$ cat config.mk
export PLATFORM = sky130hd
export DESIGN_NAME = fan_speed_alarm_controller_unit
export DESIGN_NICKNAME = d
export VERILOG_FILES = /design/src/fsac_pkg.sv /design/src/fsac_regs.sv /design/src/fsac_core.sv /design/src/fan_speed_alarm_controller_unit.sv
export SDC_FILE = /design/constraint.sdc
export NUM_CORES = 1
export LEC_CHECK = 0
export ABC_AREA = 1
export BUFFER_PORTS_ARGS = -buffer_cell sky130_fd_sc_hd__buf_2
export CAP_MARGIN = 20
export CORE_MARGIN = 2
export CORE_UTILIZATION = 40
export CTS_BUF_LIST = sky130_fd_sc_hd__clkbuf_8
export DETAILED_ROUTE_END_ITERATION = 10
export PLACE_DENSITY_LB_ADDON = 0.1
export SKIP_CTS_REPAIR_TIMING = 1
export SLEW_MARGIN = 10
export SYNTH_ARGS = -nofsm -noshare
export SYNTH_HDL_FRONTEND = slang
export SYNTH_SLANG_ARGS = --single-unit
$ cat constraint.sdc
create_clock -name clk -period 4.4 [get_ports clk]
set_input_delay 0.22 -clock clk [delete_from_list [all_inputs] [get_ports clk]]
set_output_delay 0.22 -clock clk [all_outputs]
set_load 0.01 [all_outputs]
$ cat src/fsac_pkg.sv
// ----------------------------------------------------------------------------
// fsac_pkg
// Shared types and constants for the fan speed and alarm controller.
// ----------------------------------------------------------------------------
package fsac_pkg;

  localparam int TICK_COUNTER_WIDTH = 16;
  localparam int TONE_TICKS_W       = 16;
  localparam int TICK_CMP_W         = (TICK_COUNTER_WIDTH > TONE_TICKS_W) ?
                                      TICK_COUNTER_WIDTH : TONE_TICKS_W;
  localparam int CFG_ADDR_W         = 5;
  localparam int CFG_DATA_W         = 32;
  localparam int CFG_IDX_W          = 3;

  localparam logic [CFG_IDX_W-1:0] REG_SET_POINT  = 3'd0;
  localparam logic [CFG_IDX_W-1:0] REG_HYSTERESIS = 3'd1;
  localparam logic [CFG_IDX_W-1:0] REG_VOLT_QUIET = 3'd2;
  localparam logic [CFG_IDX_W-1:0] REG_VOLT_ALARM = 3'd3;
  localparam logic [CFG_IDX_W-1:0] REG_TONE_ON    = 3'd4;
  localparam logic [CFG_IDX_W-1:0] REG_TONE_OFF   = 3'd5;

  localparam logic [1:0] FAN_STOPPED = 2'd0;
  localparam logic [1:0] FAN_LOW     = 2'd1;
  localparam logic [1:0] FAN_HIGH    = 2'd2;

  typedef struct packed {
    logic signed [8:0] temperature_deg;
    logic [9:0]        battery_decivolts;
    logic              ac_request;
    logic              pressure_request;
  } in_req_t;

  typedef struct packed {
    logic [1:0] fan_speed;
    logic       over_temperature;
    logic       buzzer_enabled;
    logic       tone_active;
  } out_req_t;

  typedef struct packed {
    logic [7:0]              set_point;
    logic [4:0]              hysteresis_band;
    logic [9:0]              volt_quiet_limit;
    logic [9:0]              volt_alarm_level;
    logic [TONE_TICKS_W-1:0] tone_on_ticks;
    logic [TONE_TICKS_W-1:0] tone_off_ticks;
  } cfg_t;

endpackage

$ cat src/fsac_regs.sv
// ----------------------------------------------------------------------------
// fsac_regs
// Configuration register file behind an APB-style port.
// ----------------------------------------------------------------------------
module fsac_regs (
  input  logic                           clk,
  input  logic                           rst_n,
  input  logic                           psel,
  input  logic                           penable,
  input  logic                           pwrite,
  input  logic [fsac_pkg::CFG_ADDR_W-1:0] paddr,
  input  logic [fsac_pkg::CFG_DATA_W-1:0] pwdata,
  output logic [fsac_pkg::CFG_DATA_W-1:0] prdata,
  output logic                           pready,
  output fsac_pkg::cfg_t                 cfg
);
  import fsac_pkg::*;

  cfg_t                 cfg_r;
  logic [CFG_IDX_W-1:0] idx;
  logic                 wr_en;

  assign idx    = paddr[CFG_ADDR_W-1:2];
  assign wr_en  = psel && penable && pwrite;
  assign pready = 1'b1;
  assign cfg    = cfg_r;

  always_ff @(posedge clk) begin
    if (!rst_n) begin
      cfg_r.set_point        <= 8'd90;
      cfg_r.hysteresis_band  <= 5'd3;
      cfg_r.volt_quiet_limit <= 10'd150;
      cfg_r.volt_alarm_level <= 10'd155;
      cfg_r.tone_on_ticks    <= TONE_TICKS_W'(500);
      cfg_r.tone_off_ticks   <= TONE_TICKS_W'(500);
    end else if (wr_en) begin
      case (idx)
        REG_SET_POINT:  cfg_r.set_point        <= pwdata[7:0];
        REG_HYSTERESIS: cfg_r.hysteresis_band  <= pwdata[4:0];
        REG_VOLT_QUIET: cfg_r.volt_quiet_limit <= pwdata[9:0];
        REG_VOLT_ALARM: cfg_r.volt_alarm_level <= pwdata[9:0];
        REG_TONE_ON:    cfg_r.tone_on_ticks    <= pwdata[TONE_TICKS_W-1:0];
        REG_TONE_OFF:   cfg_r.tone_off_ticks   <= pwdata[TONE_TICKS_W-1:0];
        default: ;
      endcase
    end
  end

  always_comb begin
    case (idx)
      REG_SET_POINT:  prdata = CFG_DATA_W'(cfg_r.set_point);
      REG_HYSTERESIS: prdata = CFG_DATA_W'(cfg_r.hysteresis_band);
      REG_VOLT_QUIET: prdata = CFG_DATA_W'(cfg_r.volt_quiet_limit);
      REG_VOLT_ALARM: prdata = CFG_DATA_W'(cfg_r.volt_alarm_level);
      REG_TONE_ON:    prdata = CFG_DATA_W'(cfg_r.tone_on_ticks);
      REG_TONE_OFF:   prdata = CFG_DATA_W'(cfg_r.tone_off_ticks);
      default:        prdata = '0;
    endcase
  end

endmodule

$ cat src/fsac_core.sv
// ----------------------------------------------------------------------------
// fsac_core
// Buzzer, tone timer and fan state machine; state advances once per tick.
// ----------------------------------------------------------------------------
module fsac_core (
  input  logic               clk,
  input  logic               rst_n,
  input  logic               step,
  input  fsac_pkg::in_req_t  req,
  input  fsac_pkg::cfg_t     cfg,
  output fsac_pkg::out_req_t res
);
  import fsac_pkg::*;

  typedef enum logic [1:0] {
    MODE_IDLE  = 2'd0,
    MODE_LOW   = 2'd1,
    MODE_HIGH  = 2'd2,
    MODE_ALARM = 2'd3
  } mode_t;

  mode_t                         mode_r, mode_nxt;
  logic                          buzzer_r, buzzer_nxt;
  logic                          tone_r, tone_nxt;
  logic [TICK_COUNTER_WIDTH-1:0] cnt_r, cnt_nxt, cnt_inc;
  logic                          pulse_fire;
  logic signed [10:0]            temp_s, sp_s, hy_s;
  logic signed [10:0]            thr_lo, thr_hi1, thr_hi2, thr_hi2m1;

  assign cnt_inc   = (cnt_r != '1) ? cnt_r + 1'b1 : cnt_r;
  assign temp_s    = 11'(req.temperature_deg);
  assign sp_s      = signed'({3'b000, cfg.set_point});
  assign hy_s      = signed'({6'b000000, cfg.hysteresis_band});
  assign thr_lo    = sp_s - hy_s;
  assign thr_hi1   = sp_s + hy_s;
  assign thr_hi2   = sp_s + hy_s + hy_s;
  assign thr_hi2m1 = thr_hi2 - 11'sd1;

  always_comb begin
    buzzer_nxt = buzzer_r;
    tone_nxt   = tone_r;
    cnt_nxt    = cnt_inc;
    mode_nxt   = mode_r;
    pulse_fire = 1'b0;

    if (req.battery_decivolts <= cfg.volt_quiet_limit && mode_r != MODE_ALARM
        && buzzer_nxt) begin
      buzzer_nxt = 1'b0;
      tone_nxt   = 1'b0;
    end
    if (req.battery_decivolts > cfg.volt_alarm_level && !buzzer_nxt) begin
      buzzer_nxt = 1'b1;
      tone_nxt   = 1'b1;
    end

    if (buzzer_nxt) begin
      if (tone_nxt) begin
        if (TICK_CMP_W'(cnt_inc) > TICK_CMP_W'(cfg.tone_on_ticks)) begin
          cnt_nxt    = '0;
          tone_nxt   = 1'b0;
          pulse_fire = 1'b1;
        end
      end else begin
        if (TICK_CMP_W'(cnt_inc) > TICK_CMP_W'(cfg.tone_off_ticks)) begin
          cnt_nxt    = '0;
          tone_nxt   = 1'b1;
          pulse_fire = 1'b1;
        end
      end
    end

    unique case (mode_r)
      MODE_IDLE: begin
        if (temp_s >= sp_s || req.ac_request || req.pressure_request) begin
          mode_nxt = MODE_LOW;
        end
      end
      MODE_LOW: begin
        if (temp_s <= thr_lo && !req.ac_request && !req.pressure_request) begin
          mode_nxt = MODE_IDLE;
        end
        if (temp_s >= thr_hi1 || req.pressure_request) begin
          mode_nxt = MODE_HIGH;
        end
      end
      MODE_HIGH: begin
        if (temp_s <= sp_s && !req.pressure_request) begin
          mode_nxt = MODE_LOW;
        end
        if (temp_s >= thr_hi2) begin
          mode_nxt = MODE_ALARM;
          if (!buzzer_nxt) begin
            buzzer_nxt = 1'b1;
            tone_nxt   = 1'b1;
          end
        end
      end
      MODE_ALARM: begin
        if (temp_s <= thr_hi2m1) begin
          mode_nxt = MODE_HIGH;
          if (buzzer_nxt) begin
            buzzer_nxt = 1'b0;
            tone_nxt   = 1'b0;
          end
        end
      end
    endcase

    unique case (mode_nxt)
      MODE_IDLE: res.fan_speed = FAN_STOPPED;
      MODE_LOW:  res.fan_speed = FAN_LOW;
      default:   res.fan_speed = FAN_HIGH;
    endcase
    res.over_temperature = (mode_nxt == MODE_ALARM);
    res.buzzer_enabled   = buzzer_nxt;
    res.tone_active      = tone_nxt;
  end

  always_ff @(posedge clk) begin
    if (!rst_n) begin
      mode_r   <= MODE_IDLE;
      buzzer_r <= 1'b0;
      tone_r   <= 1'b0;
      cnt_r    <= '0;
    end else if (step) begin
      mode_r   <= mode_nxt;
      buzzer_r <= buzzer_nxt;
      tone_r   <= tone_nxt;
      cnt_r    <= cnt_nxt;
    end
  end

`ifndef SYNTH
  a_tone_needs_buzzer: assert property (@(posedge clk) disable iff (!rst_n)
    tone_r |-> buzzer_r)
    else $error("tone sounding while the buzzer is off");

  a_alarm_buzzer_on: assert property (@(posedge clk) disable iff (!rst_n)
    (mode_r == MODE_ALARM) |-> buzzer_r)
    else $error("alarm state without the buzzer enabled");

  a_toggle_restarts_count: assert property (@(posedge clk) disable iff (!rst_n)
    (step && pulse_fire) |=> (cnt_r == '0))
    else $error("tick count not restarted after a tone toggle");

  a_idle_holds_state: assert property (@(posedge clk) disable iff (!rst_n)
    !step |=> ($stable(mode_r) && $stable(cnt_r) && $stable(buzzer_r)))
    else $error("controller state changed without a tick");
`endif

endmodule

$ cat src/fan_speed_alarm_controller_unit.sv
// ----------------------------------------------------------------------------
// fan_speed_alarm_controller_unit
// Per-tick fan speed and battery alarm controller with an APB-style
// configuration port.
//
//   Channel   Ports                               Moves
//   input     in_valid, in_ready, in_data         one tick request
//   result    out_valid, out_ready, out_data      one result request per tick
//   config    psel, penable, pwrite, paddr, ...   register writes and reads
//
// A request is registered on acceptance and its result is registered when it
// advances, and one request is taken per cycle while the result is not stalled.
// The controller state updates together with the result register, as a
// request moves between the two registers. Reset clears the state and loads
// the register defaults. A stalled result holds the input register, which
// then accepts again once the result is taken.
// ----------------------------------------------------------------------------
module fan_speed_alarm_controller_unit (
  input  logic                            clk,
  input  logic                            rst_n,
  input  logic                            in_valid,
  output logic                            in_ready,
  input  fsac_pkg::in_req_t               in_data,
  output logic                            out_valid,
  input  logic                            out_ready,
  output fsac_pkg::out_req_t              out_data,
  input  logic                            psel,
  input  logic                            penable,
  input  logic                            pwrite,
  input  logic [fsac_pkg::CFG_ADDR_W-1:0] paddr,
  input  logic [fsac_pkg::CFG_DATA_W-1:0] pwdata,
  output logic [fsac_pkg::CFG_DATA_W-1:0] prdata,
  output logic                            pready
);
  import fsac_pkg::*;

  cfg_t     cfg;
  in_req_t  s1_data_r;
  logic     s1_vld_r;
  out_req_t res;
  out_req_t out_data_r;
  logic     out_valid_r;
  logic     out_free;
  logic     advance;

  assign out_free  = !out_valid_r || out_ready;
  assign advance   = s1_vld_r && out_free;
  assign in_ready  = !s1_vld_r || advance;
  assign out_valid = out_valid_r;
  assign out_data  = out_data_r;

  fsac_regs u_regs (
    .clk     (clk),
    .rst_n   (rst_n),
    .psel    (psel),
    .penable (penable),
    .pwrite  (pwrite),
    .paddr   (paddr),
    .pwdata  (pwdata),
    .prdata  (prdata),
    .pready  (pready),
    .cfg     (cfg)
  );

  fsac_core u_core (
    .clk   (clk),
    .rst_n (rst_n),
    .step  (advance),
    .req   (s1_data_r),
    .cfg   (cfg),
    .res   (res)
  );

  always_ff @(posedge clk) begin
    if (!rst_n) begin
      s1_vld_r    <= 1'b0;
      out_valid_r <= 1'b0;
    end else begin
      if (in_valid && in_ready) begin
        s1_vld_r <= 1'b1;
      end else if (advance) begin
        s1_vld_r <= 1'b0;
      end
      if (advance) begin
        out_valid_r <= 1'b1;
      end else if (out_ready) begin
        out_valid_r <= 1'b0;
      end
    end
  end

  always_ff @(posedge clk) begin
    if (in_valid && in_ready) begin
      s1_data_r <= in_data;
    end
    if (advance) begin
      out_data_r <= res;
    end
  end

endmodule
==> results.toml <==
[finish]
nNetsFinal = 1400
layoutNonFillerInstCount = 1500
flow.area_growth_from_synthesis_pct = 20.6
post-route-cell-area_sq_um = 9930
drive_gt1_share_pct = 18.8
multi_input_area_sq_um = 5080
antenna-diode-count = 0
seq_area_sq_um = 2520
filler_cell_count = 2061

[sta]
post-route-period-util_pct = 98.1
relSlewSlack_pct = 36.3
hold_violations = 0
pin_slew_with_the_least_headroom_to_its_limit_ns = 0.955
timing.fmax_mhz = 232
skew_ns = 0.0174
finalMaxSlewViolations = 0
unrepaired_setup_endpoints_after_global_routing = "true"
setup_violations = 0
minimum_clock_period_after_layout_ns = 4.32

[power]
switching_share_pct = 32.9
cellInternalPower_uw = 1780
report.power.total_uw = 2660
seq_power_share_pct = 41.9
clkPwrFrac_pct = 38.6
maximum_ir_drop_on_the_vdd_rail_v = 0.000222
power_density_nw_per_um2 = 268
switching_power_uw = 874
pwr-share-comb_pct = 19.5
leakage_uw = 0.00470

[logic_synthesis]
syn-mean-instance-area_sq_um = 7.60
synth_commonest_cells = "165 x sky130_fd_sc_hd__nand2_1, 161 x sky130_fd_sc_hd__inv_1, 118 x sky130_fd_sc_hd__a21oi_1"
main_combinational_cell_family_by_area_after_synthesis = "simple AND/OR/NAND/NOR gates"
synth_largest_type_area_fraction_pct = 21.2
seq_area_frac_synth_pct = 30.6
synth_adder_area_share_pct = 18.1
synth.most_common_cell = "sky130_fd_sc_hd__nand2_1"
synthArstFlopShare_pct = 0
synth_compound_area_share_pct = 18.5
synth_top_cell_by_area = "sky130_fd_sc_hd__dfxtp_1"
ff_latch_count_synth = 113
synth-simple-area-share_pct = 18.5
netlist_instances = 1083
yosys_warnings = 0
mappedNetlistArea_sq_um = 8230
cell_types_with_the_largest_area_share_after_synthesis = "sky130_fd_sc_hd__dfxtp_1 21%, sky130_fd_sc_hd__ha_1 18%, sky130_fd_sc_hd__edfxtp_1 9.5%"
synth_top_flop_cell = "sky130_fd_sc_hd__dfxtp_1"
synth_mux_area_share_pct = 0
synth_edf_count = 26
netlist-cell-type-count = 49
synth_xor_xnor_area_share_pct = 3.41

[placement]
detailed_place.area_sq_um = 9060
portBuffers = 69
post-dp-hpwl_microns = 17300
numPlacedInstances = 1441
gpl.final_weighted_congestion = 0.858

[floorplan]
die_w_microns = 147
floorplan.die_area_sq_um = 21700
placeableCoreArea_sq_um = 20200
floorplan.initialDensity_pct = 40.7
top_level_ports = 105
num_rows = 52
die_height_microns = 147

[detailed_routing]
ant_nets = 0
route.detailed.vias_per_inst = 4.97
post-route-drc-count = 0
vias = 7457
drt-total-wl_microns = 22500
drtPass1Iterations = 7
detail_route.iter0.violations = 308
routed_wire_length_per_instance_microns = 15.0

[worst_setup_path]
setup.worst_path.start = "u_regs.cfg[57]$_SDFFE_PN0P_"
end_kind = "flop"
worstReg2RegStart = "u_regs.cfg[57]$_SDFFE_PN0P_"
crit_arrival_ns = 4.52
crit_path_kind = "reg2reg"
cp.required_ns = 4.61
critPathMaxFanout = 3
cp_slowest_cell = "sky130_fd_sc_hd__fa_2"
critPathMaxStageDelay_ns = 0.55
critical-path-top-delay-family = "adder cells"
critical_path.n_buffers_inverters = 6
critical-path-top-cell-by-count = "sky130_fd_sc_hd__nor2_1"
setup.worst_path.start_class = "flop"

[global_routing]
gr-usage-met3_pct = 3.33
grt_util_met2_pct = 37.2
grt_first_pass_wirelength_microns = 35400
grt_use_met1_pct = 25.2
grt_pass1_vias = 7050
busiest_layer = "met2"
initial_antenna_violation_count = 0
overflow_left_after_global_routing = 0
grt_max_degree = 58
globalRouteTotalUtil_pct = 20.8

[cts]
cts.sink_count = 113
worst_skew_pair.late_latency_ns = 0.46
tritoncts = "done"
root_buffer = "sky130_fd_sc_hd__clkbuf_8"
ctsLongestPathBuffers = 2
clk_pin_slew_ns = 0.08
cts_made_buffers = 17
cts_max_level = 4

[worst_hold_path]
min_path_type = "in2reg"
hold_start = "in_valid"

[outcome]
outcome = "finished clean"

[flow_run]
max_cap_viol_count = 0
layer usage:
| metal | vias up | share of wire, % |
|---|---|---|
| li1 | 3917 | - |
| met1 | 3406 | 45 |
| met2 | 106 | 50 |
| met3 | 28 | 2.5 |
| met4 | 0 | 2.3 |
| met5 | - | 0 |
state kept, by name (all words and copies together), names as in the netlist, 2 cells and up:
name           flops
s1_data_r         21
out_data           5
u_regs.cfg        65
u_core.mode_r      2
u_core.cnt_r      16
area by class of cell:
| class | count | share of cell area, % |
|---|---|---|
| clock buffers | 17 | 2.36 |
| clock inverters | 15 | 1.60 |
| inverters | 171 | 6.47 |
| multi-input cells | 775 | 51.2 |
| flip-flops and latches | 113 | 25.4 |
| well taps | 270 | 3.40 |
| repair buffers | 139 | 9.54 |
path summary, 6_finish.rpt:
check,endpoint,slack [ns],depth (start not counted)
worst min-delay path,s1_vld_r$_SDFFE_PN0P_,0.04,3
worst max register to register,out_data[3]$_DFFE_PP_,0.08,29
worst max-delay path,out_data[3]$_DFFE_PP_,0.08,29
worst min register to register,u_core.cnt_r[9]$_SDFFE_PN0P_,0.47,2
layout by cell type (no fill, tap or decap), drive strengths merged, types with 2 or more instances in the layout:
| cell | n |
|---|---|
| a211oi | 3 |
| a21o | 2 |
| a21oi | 121 |
| a221oi | 6 |
| a31oi | 2 |
| buf | 118 |
| clkbuf | 17 |
| clkinv | 2 |
| conb | 19 |
| dfxtp | 87 |
| dlygate4sd3 | 21 |
| edfxtp | 26 |
| fa | 2 |
| ha | 116 |
| inv | 182 |
| nand2 | 173 |
| nand3 | 64 |
| nand3b | 4 |
| nand4 | 11 |
| nor2 | 60 |
| nor3 | 15 |
| nor4 | 6 |
| o211ai | 20 |
| o21ai | 81 |
| o21bai | 6 |
| o221ai | 6 |
| o22ai | 16 |
| o31ai | 2 |
| or2 | 4 |
| xnor2 | 5 |
| xor2 | 27 |
stage by stage:
stage	setup TNS (ns)	util (%)	hold WS [ns]	worst slack [ns]
finish	0	49.1	0.0376	0.0824
floorplan	0	-	0.319	0.224
global placement	-0.00226	44.8	0.396	-0.00226
global route	-1.16	49.1	0.0617	-0.212
CTS	-0.373	46.7	-0.0967	-0.127
detailed placement	-0.101	44.8	0.398	-0.0648
power by group through the flow:
stage	Sequential (uW)	Combinational, uW	Clock (uW)
floorplan	1130	315	0
global placement	1140	466	0
detailed placement	1140	469	0
CTS	1110	471	1050
global route	1120	587	1090
finish	1110	517	1030
logic make-up (layout without fill, tap and decap cells):
| kind of cell | after synthesis | count (layout) |
|---|---|---|
| buf+inv | 212 | 342 |
| simple gates | 338 | 338 |
| other cells | 2 | 19 |
| compound gates | 268 | 268 |
| xor+xnor | 32 | 32 |
| flops | 113 | 113 |
| fa+ha+maj | 118 | 118 |
worst register-to-register path: cells and delay by family, from the launching register on:
| family | cells | cell delay, ns |
|---|---|---|
| buffers and inverters | 6 | 0.50 |
| and+or+nand+nor | 13 | 1.17 |
| DFF | 1 | 0.36 |
| AOI/OAI and AO/OA | 4 | 0.54 |
| xor gates and xnor gates | 2 | 0.34 |
| adders and majority gates | 4 | 1.21 |
(Power assumes the default switching activity.)
